--- config.mk ---
export PLATFORM = sky130hd
export DESIGN_NAME = price_time_order_matcher
export DESIGN_NICKNAME = d
export VERILOG_FILES = /design/src/hw/rtl/ptom_pkg.sv /design/src/hw/rtl/ptom_book_ram.sv /design/src/hw/rtl/price_time_order_matcher.sv
export SDC_FILE = /design/constraint.sdc
export NUM_CORES = 2
export LEC_CHECK = 0
export BUFFER_PORTS_ARGS = -buffer_cell sky130_fd_sc_hd__buf_2
export CORE_MARGIN = 2
export CORE_UTILIZATION = 65
export CTS_BUF_LIST = sky130_fd_sc_hd__clkbuf_8
export DETAILED_ROUTE_END_ITERATION = 8
export PLACE_DENSITY_LB_ADDON = 0.2
export SLEW_MARGIN = 5
export SYNTH_ARGS = -nofsm -noshare
export SYNTH_HDL_FRONTEND = slang
export SYNTH_SLANG_ARGS = --single-unit
export TNS_END_PERCENT = 100
--- constraint.sdc ---
create_clock -name i_clk -period 13.2 [get_ports i_clk]
set_input_delay 2.64 -clock i_clk [delete_from_list [all_inputs] [get_ports i_clk]]
set_output_delay 2.64 -clock i_clk [all_outputs]
set_load 0.05 [all_outputs]
--- src/hw/rtl/ptom_pkg.sv ---
// Shared types, constants and address helpers for the price-time order matcher.
// Used by ptom_book_ram and price_time_order_matcher; depends on nothing.
package ptom_pkg;

    localparam int BOOK_DEPTH = 16;
    localparam int IDX_W      = (BOOK_DEPTH > 1) ? $clog2(BOOK_DEPTH) : 1;
    localparam int CNT_W      = $clog2(BOOK_DEPTH + 1);
    localparam int ADDR_W     = $clog2(2 * BOOK_DEPTH);

    localparam logic       REQ_REST    = 1'b0;
    localparam logic       REQ_MATCH   = 1'b1;
    localparam logic [1:0] KIND_TRADE  = 2'd0;
    localparam logic [1:0] KIND_DONE   = 2'd1;
    localparam logic [1:0] KIND_REJECT = 2'd2;

    typedef struct packed {
        logic        req_type;
        logic        side;
        logic [31:0] order_id;
        logic [31:0] limit_price;
        logic [31:0] order_volume;
    } t_req;

    typedef struct packed {
        logic [1:0]  kind;
        logic        direction;
        logic [31:0] taker_id;
        logic [31:0] maker_id;
        logic [31:0] trade_volume;
        logic [31:0] trade_price;
        logic [31:0] remaining_volume;
        logic        last;
    } t_res;

    typedef struct packed {
        logic [31:0] price;
        logic [31:0] volume;
        logic [31:0] id;
    } t_entry;

    typedef struct packed {
        logic              we;
        logic [ADDR_W-1:0] waddr;
        t_entry            wdata;
        logic [ADDR_W-1:0] raddr;
    } t_mem_req;

    // Map a queue position to a memory address: the ask side sits in the upper half.
    function automatic logic [ADDR_W-1:0] entry_addr(input logic is_ask,
                                                     input logic [IDX_W-1:0] head,
                                                     input logic [CNT_W-1:0] pos);
        logic [CNT_W:0]    sum;
        logic [ADDR_W-1:0] base;
        sum = {{(CNT_W + 1 - IDX_W){1'b0}}, head} + {1'b0, pos};
        if (sum >= (CNT_W + 1)'(BOOK_DEPTH)) begin
            sum = sum - (CNT_W + 1)'(BOOK_DEPTH);
        end
        base = is_ask ? ADDR_W'(BOOK_DEPTH) : '0;
        return base + ADDR_W'(sum[IDX_W-1:0]);
    endfunction

endpackage

--- src/hw/rtl/ptom_book_ram.sv ---
// Order book storage: one synchronous memory holding both sides, with a registered read.
// Depends on ptom_pkg.
module ptom_book_ram (
    input  logic              i_clk,
    input  ptom_pkg::t_mem_req i_req,
    output ptom_pkg::t_entry   o_rd_data
);
    import ptom_pkg::*;

    t_entry r_mem [2*BOOK_DEPTH];
    t_entry r_rd_data;

    always_ff @(posedge i_clk) begin
        if (i_req.we) begin
            r_mem[i_req.waddr] <= i_req.wdata;
        end
        r_rd_data <= r_mem[i_req.raddr];
    end

    assign o_rd_data = r_rd_data;

endmodule

--- src/hw/rtl/price_time_order_matcher.sv ---
// Price-time order matcher: sequencer over the order book memory.
// Depends on ptom_pkg and ptom_book_ram.
//
// Usage: present a request word on i_req and raise start; it is taken at a
// rising edge where start is high and busy is low. A rest request places the
// order on its own side behind equal and better prices, or is rejected when
// that side is full; it yields one result. A match request fills against the
// opposite side, best price first, and yields one trade word per fill and a
// final done word carrying the unfilled volume (last = 1).
// Each result word is on o_res for exactly one cycle with o_valid high; the
// receiver cannot stall, and none is needed.
// Sequence: a rejected, zero-volume or first-entry rest answers the cycle after
// it is taken. Other rests walk back from the tail through ST_REST_RD and
// ST_REST_CMP, shifting each worse entry back one place, then write the order
// where the walk stops, or at the head in ST_REST_WR. A match passes through
// ST_MATCH_RD and ST_MATCH_CHK once per fill, writing back the reduced maker or
// advancing the head when the maker is used up, then gives the done word.
// Reset clears both side counts and heads; the book memory is not cleared.
module price_time_order_matcher (
    input  logic           i_clk,
    input  logic           i_rst_n,
    input  logic           start,
    output logic           busy,
    input  ptom_pkg::t_req i_req,
    output logic           o_valid,
    output ptom_pkg::t_res o_res
);
    import ptom_pkg::*;

    localparam logic [2:0] ST_IDLE      = 3'd0;
    localparam logic [2:0] ST_REST_RD   = 3'd1;
    localparam logic [2:0] ST_REST_CMP  = 3'd2;
    localparam logic [2:0] ST_REST_WR   = 3'd3;
    localparam logic [2:0] ST_MATCH_RD  = 3'd4;
    localparam logic [2:0] ST_MATCH_CHK = 3'd5;

    logic [2:0]       r_state, n_state;
    logic [IDX_W-1:0] r_head  [2];
    logic [IDX_W-1:0] n_head  [2];
    logic [CNT_W-1:0] r_count [2];
    logic [CNT_W-1:0] n_count [2];
    t_req             r_req, n_req;
    logic [31:0]      r_rem, n_rem;
    logic [CNT_W-1:0] r_idx, n_idx;
    logic             r_valid, n_valid;
    t_res             r_res, n_res;

    t_mem_req         mem_req;
    t_entry           rd_data;

    logic             sel;
    logic             better;
    logic             fail;
    logic [31:0]      used;
    t_entry           new_entry;
    t_entry           upd_entry;

    ptom_book_ram u_ram (
        .i_clk     (i_clk),
        .i_req     (mem_req),
        .o_rd_data (rd_data)
    );

    // Rest works on its own side, match on the opposite one; 1 selects asks.
    assign sel       = (r_req.req_type == REQ_REST) ? r_req.side : ~r_req.side;
    assign better    = sel ? (r_req.limit_price < rd_data.price)
                           : (r_req.limit_price > rd_data.price);
    assign fail      = sel ? (rd_data.price > r_req.limit_price)
                           : (rd_data.price < r_req.limit_price);
    assign used      = (rd_data.volume < r_rem) ? rd_data.volume : r_rem;
    assign new_entry = '{price: r_req.limit_price, volume: r_req.order_volume,
                         id: r_req.order_id};
    assign upd_entry = '{price: rd_data.price, volume: rd_data.volume - used,
                         id: rd_data.id};

    always_comb begin
        n_state   = r_state;
        n_head    = r_head;
        n_count   = r_count;
        n_req     = r_req;
        n_rem     = r_rem;
        n_idx     = r_idx;
        n_valid   = 1'b0;
        n_res     = '{kind: KIND_DONE, direction: r_req.side, taker_id: r_req.order_id,
                      maker_id: '0, trade_volume: '0, trade_price: '0,
                      remaining_volume: r_rem, last: 1'b1};
        mem_req   = '{we: 1'b0, waddr: '0, wdata: new_entry,
                      raddr: entry_addr(sel, r_head[sel], '0)};

        case (r_state)
            ST_IDLE: begin
                if (start) begin
                    n_req = i_req;
                    n_rem = i_req.order_volume;
                    n_res.direction        = i_req.side;
                    n_res.taker_id         = i_req.order_id;
                    n_res.remaining_volume = i_req.order_volume;
                    if (i_req.req_type == REQ_REST) begin
                        if (r_count[i_req.side] == CNT_W'(BOOK_DEPTH)) begin
                            n_res.kind = KIND_REJECT;
                            n_valid    = 1'b1;
                        end else if (i_req.order_volume == '0) begin
                            n_valid = 1'b1;
                        end else if (r_count[i_req.side] == '0) begin
                            // Empty side: store at the head at once.
                            mem_req.we    = 1'b1;
                            mem_req.waddr = entry_addr(i_req.side, r_head[i_req.side], '0);
                            mem_req.wdata = '{price: i_req.limit_price,
                                              volume: i_req.order_volume,
                                              id: i_req.order_id};
                            n_count[i_req.side] = CNT_W'(1);
                            n_valid = 1'b1;
                        end else begin
                            n_idx   = r_count[i_req.side];
                            n_state = ST_REST_RD;
                        end
                    end else begin
                        n_state = ST_MATCH_RD;
                    end
                end
            end
            ST_REST_RD: begin
                mem_req.raddr = entry_addr(sel, r_head[sel], r_idx - CNT_W'(1));
                n_state = ST_REST_CMP;
            end
            ST_REST_CMP: begin
                mem_req.we    = 1'b1;
                mem_req.waddr = entry_addr(sel, r_head[sel], r_idx);
                if (better) begin
                    // Shift the worse entry back one place and keep walking.
                    mem_req.wdata = rd_data;
                    n_idx = r_idx - CNT_W'(1);
                    n_state = (r_idx == CNT_W'(1)) ? ST_REST_WR : ST_REST_RD;
                end else begin
                    n_count[sel] = r_count[sel] + CNT_W'(1);
                    n_res.remaining_volume = r_req.order_volume;
                    n_valid = 1'b1;
                    n_state = ST_IDLE;
                end
            end
            ST_REST_WR: begin
                mem_req.we    = 1'b1;
                mem_req.waddr = entry_addr(sel, r_head[sel], '0);
                n_count[sel] = r_count[sel] + CNT_W'(1);
                n_res.remaining_volume = r_req.order_volume;
                n_valid = 1'b1;
                n_state = ST_IDLE;
            end
            ST_MATCH_RD: begin
                if (r_rem == '0 || r_count[sel] == '0) begin
                    n_valid = 1'b1;
                    n_state = ST_IDLE;
                end else begin
                    n_state = ST_MATCH_CHK;
                end
            end
            ST_MATCH_CHK: begin
                if (fail) begin
                    n_valid = 1'b1;
                    n_state = ST_IDLE;
                end else begin
                    n_rem = r_rem - used;
                    n_res.kind             = KIND_TRADE;
                    n_res.maker_id         = rd_data.id;
                    n_res.trade_volume     = used;
                    n_res.trade_price      = rd_data.price;
                    n_res.remaining_volume = r_rem - used;
                    n_res.last             = 1'b0;
                    n_valid = 1'b1;
                    if (rd_data.volume == used) begin
                        // Drop the filled maker: advance the head.
                        n_head[sel]  = (r_head[sel] == IDX_W'(BOOK_DEPTH - 1)) ? '0
                                     : r_head[sel] + IDX_W'(1);
                        n_count[sel] = r_count[sel] - CNT_W'(1);
                    end else begin
                        mem_req.we    = 1'b1;
                        mem_req.waddr = entry_addr(sel, r_head[sel], '0);
                        mem_req.wdata = upd_entry;
                    end
                    n_state = ST_MATCH_RD;
                end
            end
            default: begin
                n_state = ST_IDLE;
            end
        endcase
    end

    always_ff @(posedge i_clk) begin
        if (!i_rst_n) begin
            r_state <= ST_IDLE;
            r_head  <= '{default: '0};
            r_count <= '{default: '0};
            r_valid <= 1'b0;
        end else begin
            r_state <= n_state;
            r_head  <= n_head;
            r_count <= n_count;
            r_valid <= n_valid;
        end
        r_req <= n_req;
        r_rem <= n_rem;
        r_idx <= n_idx;
        r_res <= n_res;
    end

    assign busy    = (r_state != ST_IDLE);
    assign o_valid = r_valid;
    assign o_res   = r_res;

endmodule

======== Yosys cells after proc, flatten, opt, wreduce, memory -nomap -nowiden ========
Memory sizes are Yosys's and may differ from the RTL's. A register that Yosys moved wholly into a read port is not among the register bits.
Cells that the tools add are included.
operators by class
  add/sub/neg operators ................... 18
  magnitude comparators ................... 13
  eq/ne operators ......................... 22
  muxes and demuxes ....................... 103
  bitwise logic cells ..................... 8
  reductions and logical operators ........ 20
operator list
  operator                                           count
  two-way mux 102 bit                                7
  case mux 96 bit (3 select lines)                   1
  two-way mux 32 bit                                 4
  case mux 32 bit (4 select lines)                   1
  less-than comparator 32 bit                        3
  two-way mux 4 bit                                  24
  two-way mux 96 bit                                 1
  two-way mux 5 bit                                  17
  two-way mux 10 bit                                 8
  two-way mux 33 bit                                 2
  greater-than comparator 32 bit                     2
  logical NOT 32 bit                                 2
  case mux 32 bit (2 select lines)                   1
  subtractor 32 bit                                  2
  case mux 10 bit (4 select lines)                   1
  two-way mux 35 bit                                 1
  equality test 32 bit                               1
  adder 5 x 4 -> 5 bit                               6
  case mux 6 bit (4 select lines)                    1
  two-way mux 3 bit                                  7
  bitwise mux 10 bit                                 2
  inequality test 2 bit (second input constant)      10
  subtractor 4 x 1 -> 4 bit (second input constant)  4
  case mux 3 bit (5 select lines)                    1
  41 further kinds                                   75
storage, ports and cells
  flip-flop bits (word level) ............. 321
  RAM bits ................................ 3072
  output and inout bits ................... 166
  word-level logic and storage cells ...... 206
  memories kept ........................... 1
memories
  name         words  bits a word  read ports  clocked after Yosys merged registers in  wr ports  RTL line             source
  u_ram.r_mem  32     96           1           1                                        1         ptom_book_ram.sv:10  t_entry r_mem [2*BOOK_DEPTH];

======== Logic depth before layout (Yosys ltp) ========
  depth after elaboration ................. 21
  depth in mapped cells ................... 27
  gate-level depth less buffers ........... 22

======== Cells and area by module ========
A second synthesis with hierarchy kept.
second synthesis, totals
  cell total of the unflattened synthesis .. 8538
  area total of the unflattened synthesis .. 142280.2 um^2
modules (own cells, without submodules)
  module                    instances  cells an instance  area an instance (um^2)  seq. area each (um^2)
  ptom_book_ram             1          5604               118487.4                 94170.3
  price_time_order_matcher  1          2934               23792.8                  7777.5

======== Least setup slack after synthesis ========
OpenSTA, ideal clock, no wires.
  kind .................................... reg-to-reg
  start ................................... register r_rem[21]
  end ..................................... memory u_ram.r_mem[10][0] (netlist bit) (enable)
  arrival ................................. 8.767 ns
  required time ........................... 12.648 ns
  path slack .............................. 3.881 ns
  cell stages (with the launch flop) ...... 23
  buffers on the path ..................... 6
  period minus slack after synthesis ...... 9.319 ns
  cells stage by stage .................... edfxtp_1 > clkbuf_1 > inv_1 > ha_1 > a21o_1 > a221o_1 > a221oi_2 > o211ai_4 > nor2_4 > buf_2 > buf_4 > buf_2 > buf_2 > mux2i_1 > ha_1 > nand2_1 > nor4_1 > o21a_1 > buf_4 > nor2_1 > a21boi_0 > nand3_1 > nor2_1
between the ends
  word-level cells in the longest chain between the ends .. 8
RTL lines
  item                                     RTL line                         source
  start, declared                          price_time_order_matcher.sv:43   logic [31:0] r_rem, n_rem;
  start signal, assigned                   price_time_order_matcher.sv:202  r_rem <= n_rem;
  less-than comparator 32 bit              price_time_order_matcher.sv:70   assign used = (rd_data.volume < r_rem) ? rd_data.volume : r_rem;
  two-way mux 32 bit *                     price_time_order_matcher.sv:70
  equality test 32 bit *                   price_time_order_matcher.sv:170  if (rd_data.volume == used) begin
  two-way mux 102 bit *                    price_time_order_matcher.sv:170
  two-way mux 102 bit *                    price_time_order_matcher.sv:158  if (fail) begin
  case mux 6 bit (4 select lines) *        price_time_order_matcher.sv:90   case (r_state)
  two-way mux 1 bit                        ptom_book_ram.sv:14              if (i_req.we) begin
  two-way mux 1 bit (not written as such)  ptom_book_ram.sv:15              r_mem[i_req.waddr] <= i_req.wdata;
  end, declared                            ptom_book_ram.sv:10
Mark *: on every way between the ends. The rest lies on a longest branch, timed or not.

======== Final worst setup path ========
  start ................................... register r_rem[14]
  end ..................................... memory u_ram.r_mem[15][32] (netlist bit) (enable)
The elaborated chain is that of the path after synthesis.

==> results.json <==
{
  "outcome": "finished clean",
  "worst_clock_skew_ns": 0.0663,
  "timing.hold.ws_ns": 0.493,
  "multi_input_comb_area_sq_mm": 0.0394,
  "final_net_count": 8755,
  "intPower_mw": 18.9,
  "synth-seq-cells": 3489,
  "design.portCount": 267,
  "worst-slew-pin-transition_ns": 1.35,
  "drv_cap": 0,
  "power_density_mw_per_mm2": 169,
  "peak_clock_frequency_supported_by_timing_ghz": 0.114,
  "netlist.top_cell.by_area": "edfxtp_1",
  "netlist-cell-type-count": 106,
  "synth-async-reset-ratio_pct": 0,
  "hold_path.class": "reg2reg",
  "clock_sink_count": 3489,
  "total_die_area_sq_mm": 0.224,
  "core-area_sq_mm": 0.220,
  "tritoncts.num_buffers": 564,
  "place_hpwl_um": 240000,
  "worst_slack_placed_ns": 4.72,
  "synth_enable_flop_cells": 3207,
  "synth.yosys.seq_area_share_pct": 71.2,
  "io_buffers": 266,
  "wl_per_cell_um": 34.7,
  "timing.setup.tns_ns": 0,
  "clock_power_share_pct": 32.0,
  "worst_ir_drop_vdd_mv": 0.134,
  "path_class": "reg2reg",
  "power_leakage_nw": 52.9,
  "post-route-worst-setup-slack_ns": 4.43,
  "final_antenna_net_count": 0,
  "dp_cells": 10854,
  "fillCellCount": 13028,
  "worst_case_headroom_to_the_max_slew_limit_pct": 9.15,
  "crit_path_max_cell_delay_ns": 0.93,
  "crit_arrival_ns": 9.46,
  "timing.critical_path.fanout_max": 53,
  "final_cell_count_no_fill": 11868,
  "gr-total-overflow": 0,
  "wire_length_after_detailed_routing_um": 411000,
  "tritoncts": "done",
  "critPathLaunchType": "register",
  "htree_levels": 6,
  "critical_path.endpoint_type": "register",
  "post_cts_resized": 0,
  "via_per_inst": 7.03,
  "grt_start_max_net_pins": 175,
  "drt_drc_violations_left": 0,
  "worstPathBufferInverterCount": 5,
  "synth_area_per_cell_sq_um": 17.9,
  "grt_first_pass_wirelength_um": 585000,
  "gr-usage-all-layers_pct": 36.9,
  "critical-path-slowest-cell": "buf_4",
  "grt_setup_unrepaired": "no",
  "power_switching_share_pct": 29.9,
  "netlist.area_leader.share_pct": 67.2,
  "area_growth_pct": 10.9,
  "postSynthNetCount": 8203,
  "floorplan.initialDensity_pct": 65.3,
  "cpLargestDelayFamily": "buffers and inverters",
  "setup-violations-final": 0,
  "pwr-share-seq_pct": 49.5,
  "finalHoldViolCount": 0,
  "post_synth_instance_area_sq_mm": 0.143,
  "path_clk_slew_ns": 0.06,
  "cp_cell_sequence": "inv_1 -> ha_1 -> nand2_1 -> nor4_1 -> o311ai_1 -> a311oi_4 -> buf_4 -> nor2_4 -> buf_4 -> mux2i_1 -> ha_1 -> nand3_1 -> nor4_1 -> o21a_1 -> nor2_1 -> a21boi_0 -> nand3_1 -> nor2_4 -> buf_4 -> buf_4",
  "sequential_cell_area_sq_mm": 0.102,
  "detail_route.first_pass.iterations": 8,
  "synth_cells": 7998,
  "antenna_found_initial": 39,
  "fp-row-count": 172,
  "synth.most_common_cell": "edfxtp_1",
  "synth_top_cells_by_area": "edfxtp_1 67%, mux4_2 12%, dfxtp_1 3.9%, mux2_2 2.1%, mux2i_1 2.1%",
  "layout-drive-gt1-share_pct": 26.0,
  "clk_path_buf_depth": 4,
  "power.switching_mw": 8.04,
  "timing.final.crit_share_pct": 66.4,
  "synth.yosys.warnings": 0,
  "timing.critical_path.required_ns": 13.89,
  "power.share.combinational_pct": 18.6,
  "grt_pass1_vias": 83065,
  "clockRootBuffer": "clkbuf_8",
  "clock_network_latency_to_the_later_pin_of_the_worst_skew_pair_ns": 1.12,
  "die-height_um": 474,
  "timing_max_transition_violations_final": 0,
  "total_via_count_in_the_routed_design": 83412,
  "globalplace.congestion": 0.999,
  "holdBufCountCts": 0,
  "drt_iter0_markers": 11716,
  "die_width_um": 474,
  "post-route-min-period_ns": 8.77,
  "cts.repair_timing.setup_buffer_count": 0,
  "synth_top_flop_cell": "edfxtp_1",
  "critical_path_most_common_cell": "buf_4",
  "synth_commonest_cells": "3207 x edfxtp_1, 768 x mux4_2, 423 x a21oi_1"
}
-- power by group through the flow --
stage	combinational, mW	sequential [mW]	clock [mW]
after floorplan	2.82	13.5	0
after global placement	4.79	13.5	0
after detailed placement	4.87	13.5	0
after CTS	4.88	13.3	8.71
after global routing	5.24	13.3	9.17
final	5.00	13.3	8.61
-- worst paths after layout --
| path | startpoint | end | slack (ns) | depth (start not counted) |
|---|---|---|---|---|
| setup / recovery | r_rem[14] | u_ram.r_mem[15][32] | 4.43 | 20 |
| hold / removal | u_ram.o_rd_data[8] | o_res[105] | 0.49 | 1 |
| setup reg to reg | r_rem[14] | u_ram.r_mem[15][32] | 4.43 | 20 |
| hold reg to reg | u_ram.o_rd_data[8] | o_res[105] | 0.49 | 1 |
-- routing by layer --
metal / global-route usage (%) / share of wire, % / vias up
met5: 0.281 / 0.065 / -
met4: 20.6 / 5.9 / 28
met3: 8.97 / 11 / 1091
met2: 55.9 / 47 / 5723
met1: 49.8 / 36 / 42998
li1: - / - / 33572
-- sequential cells by signal (all words and copies together) (netlist names) --
signal	cells
r_idx	5
r_state	3
u_ram.r_mem	3072
o_res	164
r_req	2
r_head	8
new_entry	96
o_valid	1
r_rem	32
r_count	10
u_ram.o_rd_data	96
-- kinds of logic after synthesis --
group / after synthesis / share of synthesized area (%)
compound gates: 1310 / 5.90
xor+xnor: 69 / 0.432
fa+ha+maj: 135 / 1.15
buf+inv: 597 / 1.71
flops: 3489 / 71.2
mux: 1330 / 16.2
simple gates: 1068 / 3.44
-- worst register-to-register path, delay by kind of cell, from the launching register on --
| kind | cells | cell delay, ns |
|---|---|---|
| muxes | 1 | 0.25 |
| adders and majority gates | 2 | 0.75 |
| DFF | 1 | 0.71 |
| and+or+nand+nor | 8 | 2.37 |
| AOI/OAI and AO/OA | 4 | 1.68 |
| buffers and inverters | 5 | 2.50 |
-- placed cells by master, fill, tap and decap left out, types with 87 or more instances in the layout --
cell type and instances:
mux2_2 264, o21ai_0 227, nand2_1 321, buf_2 266
nor2_1 324, a21oi_1 401, buf_4 187, ha_1 100
mux2i_1 295, dfxtp_1 282, o221ai_1 87, edfxtp_1 3207
o211ai_1 112, mux4_2 768, inv_1 310, clkbuf_8 618
o21ai_1 108
-- through the flow --
step,area (sq um),total power [mW],utilization (%)
after global placement,148000,18.3,67.6
after CTS,159000,26.9,72.3
after detailed placement,148000,18.4,67.6
after global routing,159000,27.7,72.4
after floorplan,143000,16.4,-
final,159000,26.9,72.4
-- area by class of cell --
| cell class | count | share of cell area (%) |
|---|---|---|
| flip-flops and latches | 3489 | 64.2 |
| multi-input cells | 3912 | 24.8 |
| clock buffers | 618 | 5.35 |
| well taps | 2871 | 2.26 |
| repair buffers | 474 | 1.98 |
| clock inverters | 368 | 1.12 |
| inverters | 109 | 0.258 |
| diodes | 27 | 0.0425 |
No activity file was read; power rests on OpenSTA's default activity.
